File: src/sv/pol_pkg.sv
// Shared definitions for the positional ordered list block.
// Holds the request codes, the cell command codes and the default sizes.
// No dependencies.
package pol_pkg;

    localparam int CAPACITY_DEF   = 64;
    localparam int DATA_WIDTH_DEF = 32;
    localparam int REQ_W          = 3;
    localparam int POS_W          = 8;
    localparam int VALUE_W        = 32;
    localparam int COUNT_OUT_W    = 7;

    typedef enum logic [REQ_W-1:0] {
        REQ_INSERT = 3'd0,
        REQ_DELETE = 3'd1,
        REQ_FIND   = 3'd2,
        REQ_READ   = 3'd3,
        REQ_APPEND = 3'd4
    } req_t;

    // Command broadcast to every cell of the chain.
    typedef enum logic [1:0] {
        CELL_HOLD,
        CELL_INS,
        CELL_DEL,
        CELL_ROT
    } cell_op_t;

endpackage

File: src/sv/pol_cell.sv
// One storage cell of the list chain: holds a single entry.
// Depends on pol_pkg for the cell command codes.
module pol_cell import pol_pkg::*;
#(
    parameter int DATA_WIDTH = DATA_WIDTH_DEF,
    parameter int IDX_W      = 6,
    parameter int CELL_IDX   = 0
)
(
    input  logic                  clk,
    input  cell_op_t              op,
    input  logic [IDX_W-1:0]      idx,
    input  logic [DATA_WIDTH-1:0] din,
    input  logic [DATA_WIDTH-1:0] left,
    input  logic [DATA_WIDTH-1:0] right,
    input  logic [DATA_WIDTH-1:0] head,
    output logic [DATA_WIDTH-1:0] q
);

    localparam logic [IDX_W-1:0] MY_IDX = IDX_W'(CELL_IDX);

    logic [DATA_WIDTH-1:0] data_reg;
    logic [DATA_WIDTH-1:0] data_next;

    always_comb
    begin
        data_next = data_reg;
        unique case (op)
            CELL_HOLD:
            begin
                data_next = data_reg;
            end
            CELL_INS:
            begin
                // Cells behind the insert point move back by one.
                if (MY_IDX > idx)
                begin
                    data_next = left;
                end
                else if (MY_IDX == idx)
                begin
                    data_next = din;
                end
            end
            CELL_DEL:
            begin
                if (MY_IDX >= idx)
                begin
                    data_next = right;
                end
            end
            CELL_ROT:
            begin
                // Rotation: every live entry moves forward, the head wraps to the tail.
                if (MY_IDX < idx)
                begin
                    data_next = right;
                end
                else if (MY_IDX == idx)
                begin
                    data_next = head;
                end
            end
            default:
            begin
                data_next = data_reg;
            end
        endcase
    end

    always_ff @(posedge clk)
    begin
        data_reg <= data_next;
    end

    assign q = data_reg;

endmodule

File: config.mk
export PLATFORM = sky130hd
export DESIGN_NAME = pol_cell
export DESIGN_NICKNAME = d
export VERILOG_FILES = /design/src/sv/pol_pkg.sv /design/src/sv/pol_cell.sv
export SDC_FILE = /design/constraint.sdc
export NUM_CORES = 1
export LEC_CHECK = 0
export ABC_CLOCK_PERIOD_IN_PS = 2600
export BUFFER_PORTS_ARGS = -buffer_cell sky130_fd_sc_hd__buf_2
export CORE_UTILIZATION = 34
export CTS_CLUSTER_SIZE = 14
export DETAILED_ROUTE_END_ITERATION = 10
export GPL_TIMING_DRIVEN = 0
export PLACE_DENSITY = 0.77
export SYNTH_ARGS = -nofsm -noshare
export SYNTH_HDL_FRONTEND = slang
export SYNTH_SLANG_ARGS = --single-unit
File: constraint.sdc
create_clock -name clk -period 2.6 [get_ports clk]
set_input_delay 0.39 -clock clk [delete_from_list [all_inputs] [get_ports clk]]
set_output_delay 0.39 -clock clk [all_outputs]
set_load 0.02 [all_outputs]
==> metrics <==
outcome complete, no violations; sw frac 0.265; Crit path depth 6; synthesized instance count 217; Max Freq 0.433 GHz; design internal power 0.917 mW; unrepaired setup endpoints after global routing false; cell at the slowest stage of the critical path maj3_2; H-tree levels 2; number of top-level pins 169; clock tree from TritonCTS yes; syn_nets 354; DP HPWL 4.16 mm; net switching component of the power 0.331 mW; worst hold path depth 3; peak fanout along the critical path 32; horizontal die dimension 76.9 um; number of antenna violations at the first check in global routing 0; maximum VDD drop 0.000165 V; clock-pin slew on the worst setup and hold paths 0.06 ns; leak pwr 1.26 nW; number of DRC violations after detailed-routing iteration 0 72; portion of total power attributed to combinational logic 0.221; met3 global-route usage 0.0524; Top delay family on crit path adder cells; longest individual stage delay on the worst path 0.73 ns; Setup Buffers After CTS 0; total CTS buffers 5; count of unique library cells instantiated by Yosys 13; count of buffers inserted at the top-level ports 135; wire length of the first global-routing pass 8.69 mm; die outline area 0.00591 mm^2; max reg flops 32; total track usage 0.190; Tcrit/Tclk final 0.889; global route total overflow 0; critical path capture point type flip-flop; max_slew headroom 0.508; total number of yosys warnings 0; met2 Usage GRT 0.356; Final ANT Viol Nets 0; part of the power in the clock network 0.277; master cell of the clock root buffer clkbuf_8; weighted congestion at the end of routability-driven global placement 0.880; largest area contributor in the netlist edfxtp_1; final cell count without fillers 429; most utilized layer in the global route result met2; sequential cell area fraction in the yosys report 0.504; die height 76.9 um; GR Layer Usage met1 0.194; antenna fix cells 0; total via count after detailed routing 2,070; number of max-cap violations 0; router iterations before antenna repair 4; Power Dens Cells 454 mW/mm^2; crit path DAT 2.21 ns; total chip power 1.25 mW; maximum count of clock buffers along a single path 2; cell-by-cell trace of the critical path buf_2 -> or4_4 -> buf_6 -> buf_6 -> nor3_1 -> maj3_2; pin count of the biggest net entering global routing 33; share of post-route cells with drive strength above 1 0.409; total count of max-transition violations in the final report 0; routed vias/inst 4.83; mean instance size in the synthesized netlist 8.78 um^2; flip-flop and latch count after synthesis 32; Row Count 26; Core Box Area 0.00524 mm^2; via count of the first global-routing pass 1,973; placed cell count 422; cell types with the largest area share after synthesis edfxtp_1 50%, a31oi_1 11%, or3_1 11%; Period minus WS final 2.31 ns; count of instances resized after the clock tree is built 0; Sink Count 32; post-synth top area share 0.504; pin slew with the least headroom to its limit 0.739 ns; critical path class in2reg; count of hold buffers inserted by post-cts repair 0; Hold Path Class in2reg; Hold Violations, Final 0; starting utilization of the core area 0.364; post-synthesis cell area 0.00191 mm^2; dominant cell type by count on the critical path buf_6; Final Setup Violations 0; wirelength, routed 5.39 mm; post-layout net count 496; post-DR wirelength/cell 12.6 um; drc violations 0; total of fill cells in the finished design 508; buffering stage count on the worst path with inverters included 3; startpoint class of the critical path input port; sequential cell fraction of total power 0.503; Worst Path Required 2.50 ns; Area growth, synth to finish 44.2%
synth_stat cells:
master,count
or3_1,32
inv_1,32
or4_4,1
a31oi_1,32
buf_6,4
o21ai_0,23
nor2_1,32
or3b_1,1
nor3_1,1
maj3_1,1
edfxtp_1,32
clkbuf_1,17
o21ai_1,9
path summary, 6_finish.rpt:
kind	endpoint	from	slack (ns)
hold / removal	q[26]	din[26]	0.45
setup / recovery	q[8]	idx[0]	0.29
layout make-up:
class / count / area (um^2) / area share
multi-input cells: 132 / 717 / 0.261
inverters: 32 / 120 / 0.0437
flip-flops and latches: 32 / 961 / 0.350
clock inverters: 1 / 5.00 / 0.00182
clock buffers: 6 / 72.6 / 0.0264
well taps: 70 / 87.6 / 0.0319
repair buffers: 135 / 676 / 0.246
plain buffers: 21 / 109 / 0.0396
cell usage in the layout, fill, tap and decap left out:
cell / n
o21ai_1: 9
maj3_2: 1
clkinv_2: 1
inv_1: 32
edfxtp_1: 32
or4_4: 1
nor2_1: 32
clkbuf_1: 18
or3b_1: 1
o21ai_0: 23
or3_1: 32
a31oi_1: 32
buf_6: 4
nor3_1: 1
buf_2: 135
clkbuf_8: 5
layer usage:
metal,share of wire,vias to the layer above,wire [um]
met5,0,-,0
met4,0.022,0,119
met3,0.077,17,416
met2,0.51,107,2760
met1,0.39,900,2090
li1,-,1046,-
kinds of logic after synthesis:
logic type	count (synthesis)	synth area share
fa+ha+maj	1	0.00525
simple gates	67	0.181
buf+inv	53	0.120
flops	32	0.504
compound gates	64	0.189
power by group through the flow:
stage	registers (mW)	logic [mW]	clock network, mW
6_report	0.627	0.275	0.345
5_1_grt	0.631	0.304	0.380
4_1_cts	0.628	0.278	0.359
3_5_place_dp	0.639	0.277	0
3_3_place_gp	0.636	0.275	0
2_1_floorplan	0.692	0.0874	0
metrics by stage:
step           setup TNS (ns)  hold WS, ns   util  cell area (um^2)  setup slack (ns)
6_report                    0        0.451  0.525              2750             0.288
5_1_grt                     0        0.444  0.525              2750             0.147
4_1_cts                     0        0.442  0.525              2750             0.268
3_3_place_gp                0        0.733  0.510              2670           0.00899
2_1_floorplan               0        0.639      -              1910             0.304
3_5_place_dp           -0.844        0.737  0.510              2670           -0.0278
(Power assumes the default switching activity.)
