==> src/sv/pol_pkg.sv <==
// Shared definitions for the positional ordered list block.
// Holds the request codes, the cell command codes and the default sizes.
// No dependencies.
package pol_pkg;

    localparam int CAPACITY_DEF   = 64;
    localparam int DATA_WIDTH_DEF = 32;
    localparam int REQ_W          = 3;
    localparam int POS_W          = 8;
    localparam int VALUE_W        = 32;
    localparam int COUNT_OUT_W    = 7;

    typedef enum logic [REQ_W-1:0] {
        REQ_INSERT = 3'd0,
        REQ_DELETE = 3'd1,
        REQ_FIND   = 3'd2,
        REQ_READ   = 3'd3,
        REQ_APPEND = 3'd4
    } req_t;

    // Command broadcast to every cell of the chain.
    typedef enum logic [1:0] {
        CELL_HOLD,
        CELL_INS,
        CELL_DEL,
        CELL_ROT
    } cell_op_t;

endpackage

==> src/sv/pol_ctrl.sv <==
// Request sequencer for the positional ordered list: count, scans and response word.
// Depends on pol_pkg; drives the command broadcast of the pol_cell chain.
module pol_ctrl import pol_pkg::*;
#(
    parameter int CAPACITY   = CAPACITY_DEF,
    parameter int DATA_WIDTH = DATA_WIDTH_DEF,
    parameter int CNT_W      = 7,
    parameter int IDX_W      = 6
)
(
    input  logic                    clk,
    input  logic                    rst_n,
    input  logic                    req_valid,
    output logic                    req_stall,
    input  logic [REQ_W-1:0]        req_type,
    input  logic [POS_W-1:0]        position,
    input  logic signed [VALUE_W-1:0] value,
    output logic                    rsp_valid,
    input  logic                    rsp_stall,
    output logic                    ok,
    output logic signed [VALUE_W-1:0] result_value,
    output logic [COUNT_OUT_W-1:0]  found_position,
    output logic [COUNT_OUT_W-1:0]  entry_count,
    input  logic [DATA_WIDTH-1:0]   head,
    output cell_op_t                cell_op,
    output logic [IDX_W-1:0]        cell_idx,
    output logic [DATA_WIDTH-1:0]   cell_val
);

    localparam int CMP_W = ((CNT_W > POS_W) ? CNT_W : POS_W) + 1;

    typedef enum logic {
        ST_IDLE,
        ST_SCAN
    } state_t;

    state_t                   state_reg;
    logic [CNT_W-1:0]         count_reg;
    logic                     rsp_valid_reg;
    logic                     ok_reg;
    logic [VALUE_W-1:0]       rv_reg;
    logic [COUNT_OUT_W-1:0]   fp_reg;
    logic [CNT_W-1:0]         step_reg;
    logic [CNT_W-1:0]         target_reg;
    logic                     hit_reg;
    logic                     drop_reg;
    req_t                     mode_reg;
    logic [DATA_WIDTH-1:0]    find_val_reg;

    req_t                     req;
    logic                     accept;
    logic [DATA_WIDTH-1:0]    store_val;
    logic [CMP_W-1:0]         pos_w;
    logic [CMP_W-1:0]         cnt_w;
    logic [POS_W-1:0]         pos_m1;
    logic                     not_full;
    logic                     ins_ok;
    logic                     at_ok;
    logic [CNT_W-1:0]         count_m1;
    logic [CNT_W-1:0]         count_m2;
    logic [CNT_W-1:0]         step_inc;
    logic                     last_step;
    logic                     at_target;
    logic                     match_now;
    logic                     scan_start;
    logic                     rsp_set;

    assign req       = req_t'(req_type);
    assign store_val = DATA_WIDTH'($unsigned(value));
    assign pos_w     = CMP_W'(position);
    assign cnt_w     = CMP_W'(count_reg);
    assign pos_m1    = position - POS_W'(1);
    assign not_full  = cnt_w < CMP_W'(CAPACITY);
    assign ins_ok    = (position != '0) && (pos_w <= cnt_w + CMP_W'(1)) && not_full;
    assign at_ok     = (position != '0) && (pos_w <= cnt_w);
    assign count_m1  = count_reg - CNT_W'(1);
    assign count_m2  = count_reg - CNT_W'(2);
    assign step_inc  = step_reg + CNT_W'(1);
    assign last_step = (step_reg == count_m1);
    assign at_target = (step_reg == target_reg);
    assign match_now = (head == find_val_reg);

    // The input side opens only when the sequencer is idle and the response register is empty or emptying.
    assign req_stall = !((state_reg == ST_IDLE) && (!rsp_valid_reg || !rsp_stall));
    assign accept    = req_valid && !req_stall;

    // Find on a non-empty list, and read or delete at a valid position, need a scan.
    assign scan_start = accept && (((req == REQ_FIND) && (count_reg != '0)) ||
                        (((req == REQ_READ) || (req == REQ_DELETE)) && at_ok));
    assign rsp_set    = (state_reg == ST_SCAN) ? last_step : (accept && !scan_start);

    always_comb
    begin
        cell_op  = CELL_HOLD;
        cell_idx = IDX_W'(pos_m1);
        cell_val = store_val;
        if (state_reg == ST_SCAN)
        begin
            if ((mode_reg == REQ_DELETE) && at_target)
            begin
                // Dropping the head shifts everything forward and shortens the ring.
                cell_op  = CELL_DEL;
                cell_idx = '0;
            end
            else
            begin
                cell_op  = CELL_ROT;
                cell_idx = drop_reg ? IDX_W'(count_m2) : IDX_W'(count_m1);
            end
        end
        else if (accept)
        begin
            unique case (req)
                REQ_INSERT:
                begin
                    if (ins_ok)
                    begin
                        cell_op = CELL_INS;
                    end
                end
                REQ_APPEND:
                begin
                    if (not_full)
                    begin
                        cell_op  = CELL_INS;
                        cell_idx = IDX_W'(count_reg);
                    end
                end
                default:
                begin
                    cell_op = CELL_HOLD;
                end
            endcase
        end
    end

    always_ff @(posedge clk or negedge rst_n)
    begin
        if (!rst_n)
        begin
            state_reg     <= ST_IDLE;
            count_reg     <= '0;
            rsp_valid_reg <= 1'b0;
            ok_reg        <= 1'b0;
            rv_reg        <= '0;
            fp_reg        <= '0;
            hit_reg       <= 1'b0;
            drop_reg      <= 1'b0;
            step_reg      <= '0;
            target_reg    <= '0;
            mode_reg      <= REQ_INSERT;
            find_val_reg  <= '0;
        end
        else
        begin
            if (rsp_set)
            begin
                rsp_valid_reg <= 1'b1;
            end
            else if (rsp_valid_reg && !rsp_stall)
            begin
                rsp_valid_reg <= 1'b0;
            end
            unique case (state_reg)
                ST_IDLE:
                begin
                    if (accept)
                    begin
                        ok_reg       <= ((req == REQ_INSERT) && ins_ok) ||
                                        ((req == REQ_APPEND) && not_full);
                        rv_reg       <= '0;
                        fp_reg       <= '0;
                        hit_reg      <= 1'b0;
                        drop_reg     <= 1'b0;
                        step_reg     <= '0;
                        mode_reg     <= req;
                        find_val_reg <= store_val;
                        target_reg   <= CNT_W'(pos_m1);
                        if (scan_start)
                        begin
                            state_reg <= ST_SCAN;
                        end
                        unique case (req)
                            REQ_INSERT:
                            begin
                                if (ins_ok)
                                begin
                                    count_reg <= count_reg + CNT_W'(1);
                                end
                            end
                            REQ_APPEND:
                            begin
                                if (not_full)
                                begin
                                    count_reg <= count_reg + CNT_W'(1);
                                end
                            end
                            default:
                            begin
                            end
                        endcase
                    end
                end
                ST_SCAN:
                begin
                    // Until a delete drops its entry, the head cell shows entry step_reg.
                    step_reg <= step_inc;
                    if ((mode_reg == REQ_FIND) && !hit_reg && match_now)
                    begin
                        hit_reg <= 1'b1;
                        fp_reg  <= COUNT_OUT_W'(step_inc);
                    end
                    if (((mode_reg == REQ_READ) || (mode_reg == REQ_DELETE)) && at_target)
                    begin
                        rv_reg <= VALUE_W'(head);
                    end
                    if ((mode_reg == REQ_DELETE) && at_target)
                    begin
                        drop_reg <= 1'b1;
                    end
                    if (last_step)
                    begin
                        state_reg <= ST_IDLE;
                        if (mode_reg == REQ_FIND)
                        begin
                            ok_reg <= hit_reg || match_now;
                        end
                        else
                        begin
                            ok_reg <= 1'b1;
                        end
                        if (mode_reg == REQ_DELETE)
                        begin
                            count_reg <= count_m1;
                        end
                    end
                end
                default:
                begin
                    state_reg <= ST_IDLE;
                end
            endcase
        end
    end

    assign rsp_valid      = rsp_valid_reg;
    assign ok             = ok_reg;
    assign result_value   = $signed(rv_reg);
    assign found_position = fp_reg;
    assign entry_count    = COUNT_OUT_W'(count_reg);

endmodule

==> config.mk <==
export PLATFORM = sky130hd
export DESIGN_NAME = pol_ctrl
export DESIGN_NICKNAME = d
export VERILOG_FILES = /design/src/sv/pol_pkg.sv /design/src/sv/pol_ctrl.sv
export SDC_FILE = /design/constraint.sdc
export NUM_CORES = 1
export LEC_CHECK = 0
export ABC_AREA = 1
export ABC_CLOCK_PERIOD_IN_PS = 4660
export BUFFER_PORTS_ARGS = -buffer_cell sky130_fd_sc_hd__buf_2
export CAP_MARGIN = 40
export CELL_PAD_IN_SITES_DETAIL_PLACEMENT = 1
export CELL_PAD_IN_SITES_GLOBAL_PLACEMENT = 2
export CORE_UTILIZATION = 32
export CTS_CLUSTER_DIAMETER = 40
export DETAILED_ROUTE_END_ITERATION = 16
export PLACE_DENSITY_LB_ADDON = 0.1
export SLEW_MARGIN = 20
export SYNTH_ARGS = -nofsm -noshare
export SYNTH_HDL_FRONTEND = slang
export SYNTH_SLANG_ARGS = --single-unit
==> constraint.sdc <==
create_clock -name clk -period 4.66 [get_ports clk]
set_input_delay 0.233 -clock clk [delete_from_list [all_inputs] [get_ports clk]]
set_output_delay 0.233 -clock clk [all_outputs]
set_load 0.02 [all_outputs]
==> impl_metrics.csv <==
group,metric,value,unit
synth,syn_nets,907,
worst_setup_path,cp-end-kind,"primary output",
route,wirelength,19.3,mm
sta,final-setup-viol-count,0,
power_and_ir_drop,p_leak,3.70,nW
worst_setup_path,path_cells,"inv_1 > ha_1 > inv_1 > ha_1 > nand2_1 > nand2_1 > nand2_1 > nand2_1 > nand2_1 > nand2_1 > nand2_1 > nand3_1 > nand2_1 > nand2_1 > nand2_1 > buf_2",
worst_setup_path,crit_path_frequent_cell,"nand2_1",
synth,yosys_warnings,0,
synth,yosys.cell_count.top_type,"nand2_1",
clocking,clk_latency,0.35,ns
hold_path,worstHoldPathCells,3,
final_layout,fillers,2397,
sta,hold_viol,0,
grt,grt_max_degree,63,
worst_setup_path,required,4.43,ns
synth,synthesis.area,6140,µm²
final_layout,diodes,0,
run,maxCapViolCount,0,
hold_path,hold_class,"in2reg",
worst_setup_path,r2r_start,"entry_count[0]$_DFFE_PN0P_",
status,status,"finished clean",
floorplanning,row_count,50,
grt,grt_pass1_wl,31.0,mm
final_layout,area_growth,18.2,%
clocking,cts-resized-gates,0,
floorplanning,initial_core_util,32.7,%
route,vias,5625,
worst_setup_path,path_delay_family,"adder cells",
floorplanning,coreArea,18800,µm²
worst_setup_path,r2r_cells,17,
worst_setup_path,setup.worst_path.start_class,"flop",
clocking,hold_buffers,1,
synth,synth_edf_count,0,
clocking,root_buffer,"clkbuf_16",
worst_setup_path,critPathMaxFanout,9,
final_layout,drive_gt1_share,22.1,%
sta,setup_tns,0,ns
synth,synth_area_leaders,"dfrtp_1 41%, nand2_1 13%, nand3_1 6.8%",
synth,synthTopCellsByCount,"216 x nand2_1, 100 x dfrtp_1, 88 x inv_1, 83 x nand3_1, 71 x o21ai_0",
placed_design,numPortBuffers,167,
power_and_ir_drop,powerDensity,658,nW/µm²
floorplanning,ios,168,
worst_setup_path,rr_endpoint,"entry_count[2]$_DFFE_PN0P_",
route,dr.pass1.iters,4,
synth,ys_seq_elements,100,
worst_setup_path,rrSetupSlack,1.59,ns
clocking,cts_buffers,9,
route,first_iter_violations,233,
grt,grt_pass1_vias,5822,
power_and_ir_drop,fin_total_pwr,4.78,mW
power_and_ir_drop,ir_drop,0.182,mV
floorplanning,die_h,141,µm
synth,avgSynthCellArea,7.64,µm²
route,viasPerCell,4.82,
grt,grt_overflow,0,
sta,rsz0062_at_grt,"no",
sta,worst_pin_slew,0.753,ns
synth,ys.flop_type,"dfrtp_1",
sta,skew,0.0102,ns
clocking,cts_htree_levels,3,
clocking,cts_tree,"built",
synth,ys_async_sr_fraction,100,%
route,drc,0,
clocking,clk_path_buf_depth,2,
synth,synth_cell_types,34,
synth,synth_top_area_share,40.7,%
worst_setup_path,worst_path_max_delay_cell,"dfrtp_1",
placed_design,hpwl,14.6,mm
worst_setup_path,worstSetupPathType,"reg2out",
worst_setup_path,cp_data_arrival_time,3.05,ns
sta,slew_violations,0,
route,wl_per_cell,16.5,µm
hold_path,min_from,"value[11]",
route,final_antenna_net_count,0,
clocking,post_cts_buffers,0,
clocking,numClockSinks,100,
grt,grt_util_all_layers,20.2,%
sta,fmax,305,MHz
worst_setup_path,crit_buf_inv,3,
placed_design,gp_congestion,0.830,
worst_setup_path,critical_path.max_stage_delay,0.61,ns
final_layout,nNetsFinal,1031,
sta,fin_crit_sh,70.4,%
floorplanning,die-area,19800,µm²
synth,postSynthCellCount,804,
clocking,clk_pin_slew,0.07,ns
hold_path,hold_end,"find_val_reg[11]$_DFFE_PN0P_",
sta,finalCriticalPeriod,3.28,ns
synth,yosysTopAreaCell,"dfrtp_1",
grt,antenna_found_initial,0,
synth,ys_seq_area_share,40.7,%
floorplanning,chipWidth,141,µm
sta,slew_headroom,49.8,%
cell families (layout without fill, tap and decap cells):
group / Yosys count / after routing / share of synthesized area, %
AO/OA/AOI/OAI: 114 / 114 / 10.5
buffers and inverters: 152 / 280 / 12.2
AND/OR/NAND/NOR: 372 / 372 / 25.7
flip-flops: 100 / 100 / 40.7
adder cells (fa/ha/maj): 24 / 24 / 4.89
XOR/XNOR: 42 / 42 / 5.99
stage by stage:
stage | utilization, % | instance area (µm²) | instances | hold WS, ns | setup slack [ns]
final | 38.7 | 7260 | 1166 | 0.0879 | 1.38
after global placement | 36.8 | 6900 | 1147 | 0.389 | 1.66
after CTS | 38.7 | 7260 | 1166 | 0.0757 | 1.34
after detailed placement | 37.0 | 6950 | 1150 | 0.138 | 1.60
after floorplan | - | 6140 | 804 | -0.0626 | 2.25
after global routing | 38.7 | 7260 | 1166 | 0.0802 | 1.11
cell type report:
| type | count | area [µm²] | share of cell area [%] |
|---|---|---|---|
| clock buffers | 9 | 225 | 3.10 |
| flip-flops and latches | 100 | 2500 | 34.5 |
| clock inverters | 6 | 73.8 | 1.02 |
| inverters | 89 | 334 | 4.60 |
| multi-input cells | 552 | 2900 | 39.9 |
| well taps | 234 | 293 | 4.03 |
| repair buffers | 176 | 933 | 12.9 |
metal layers:
layer / part of all wire (%) / GRT usage, %
met5: 0 / 0
met2: 47 / 33.3
met1: 48 / 28.0
met3: 4.3 / 2.91
met4: 0.85 / 4.46
how the worst max path moves through the flow:
stage | from | end | slack [ns] | cells after the start
after floorplan | entry_count[1]$_DFFE_PN0P_ | entry_count[0]$_DFFE_PN0P_ | 2.25 | 18
after global placement | entry_count[0]$_DFFE_PN0P_ | entry_count[2]$_DFFE_PN0P_ | 1.66 | 17
after detailed placement | entry_count[0]$_DFFE_PN0P_ | entry_count[2]$_DFFE_PN0P_ | 1.60 | 17
after CTS | entry_count[0]$_DFFE_PN0P_ | cell_op[0] | 1.34 | 16
after global routing | entry_count[0]$_DFFE_PN0P_ | cell_op[0] | 1.11 | 16
final | entry_count[0]$_DFFE_PN0P_ | cell_op[0] | 1.38 | 16
power by group:
part           leakage, nW  switching [mW]  total, mW  internal (mW)
clock                0.145           0.363      0.785          0.422
sequential            1.26           0.315       1.55           1.24
combinational         2.29            1.59       2.44          0.844
total                 3.70            2.27       4.78           2.51
worst min-delay path, cell delays in order:
cell	delay [ns]
buf_2	0.09
nand2_1	0.05
nand2_1	0.04
placed cells by master, fill, tap and decap left out, types with 2 or more instances in the layout:
master and n:
nand2_1 216, buf_2 167, dfrtp_1 99, inv_1 88, nand3_1 82, o21ai_0 71
nor2_1 42, xnor2_1 30, ha_1 24, a21oi_1 13, xor2_1 12, o21ai_1 10
nand4_1 9, nor3_1 9, or2_2 9, clkbuf_16 9, o21bai_1 7, o21a_1 6
buf_4 6, inv_8 2
No activity file was read; power rests on OpenSTA's default activity.
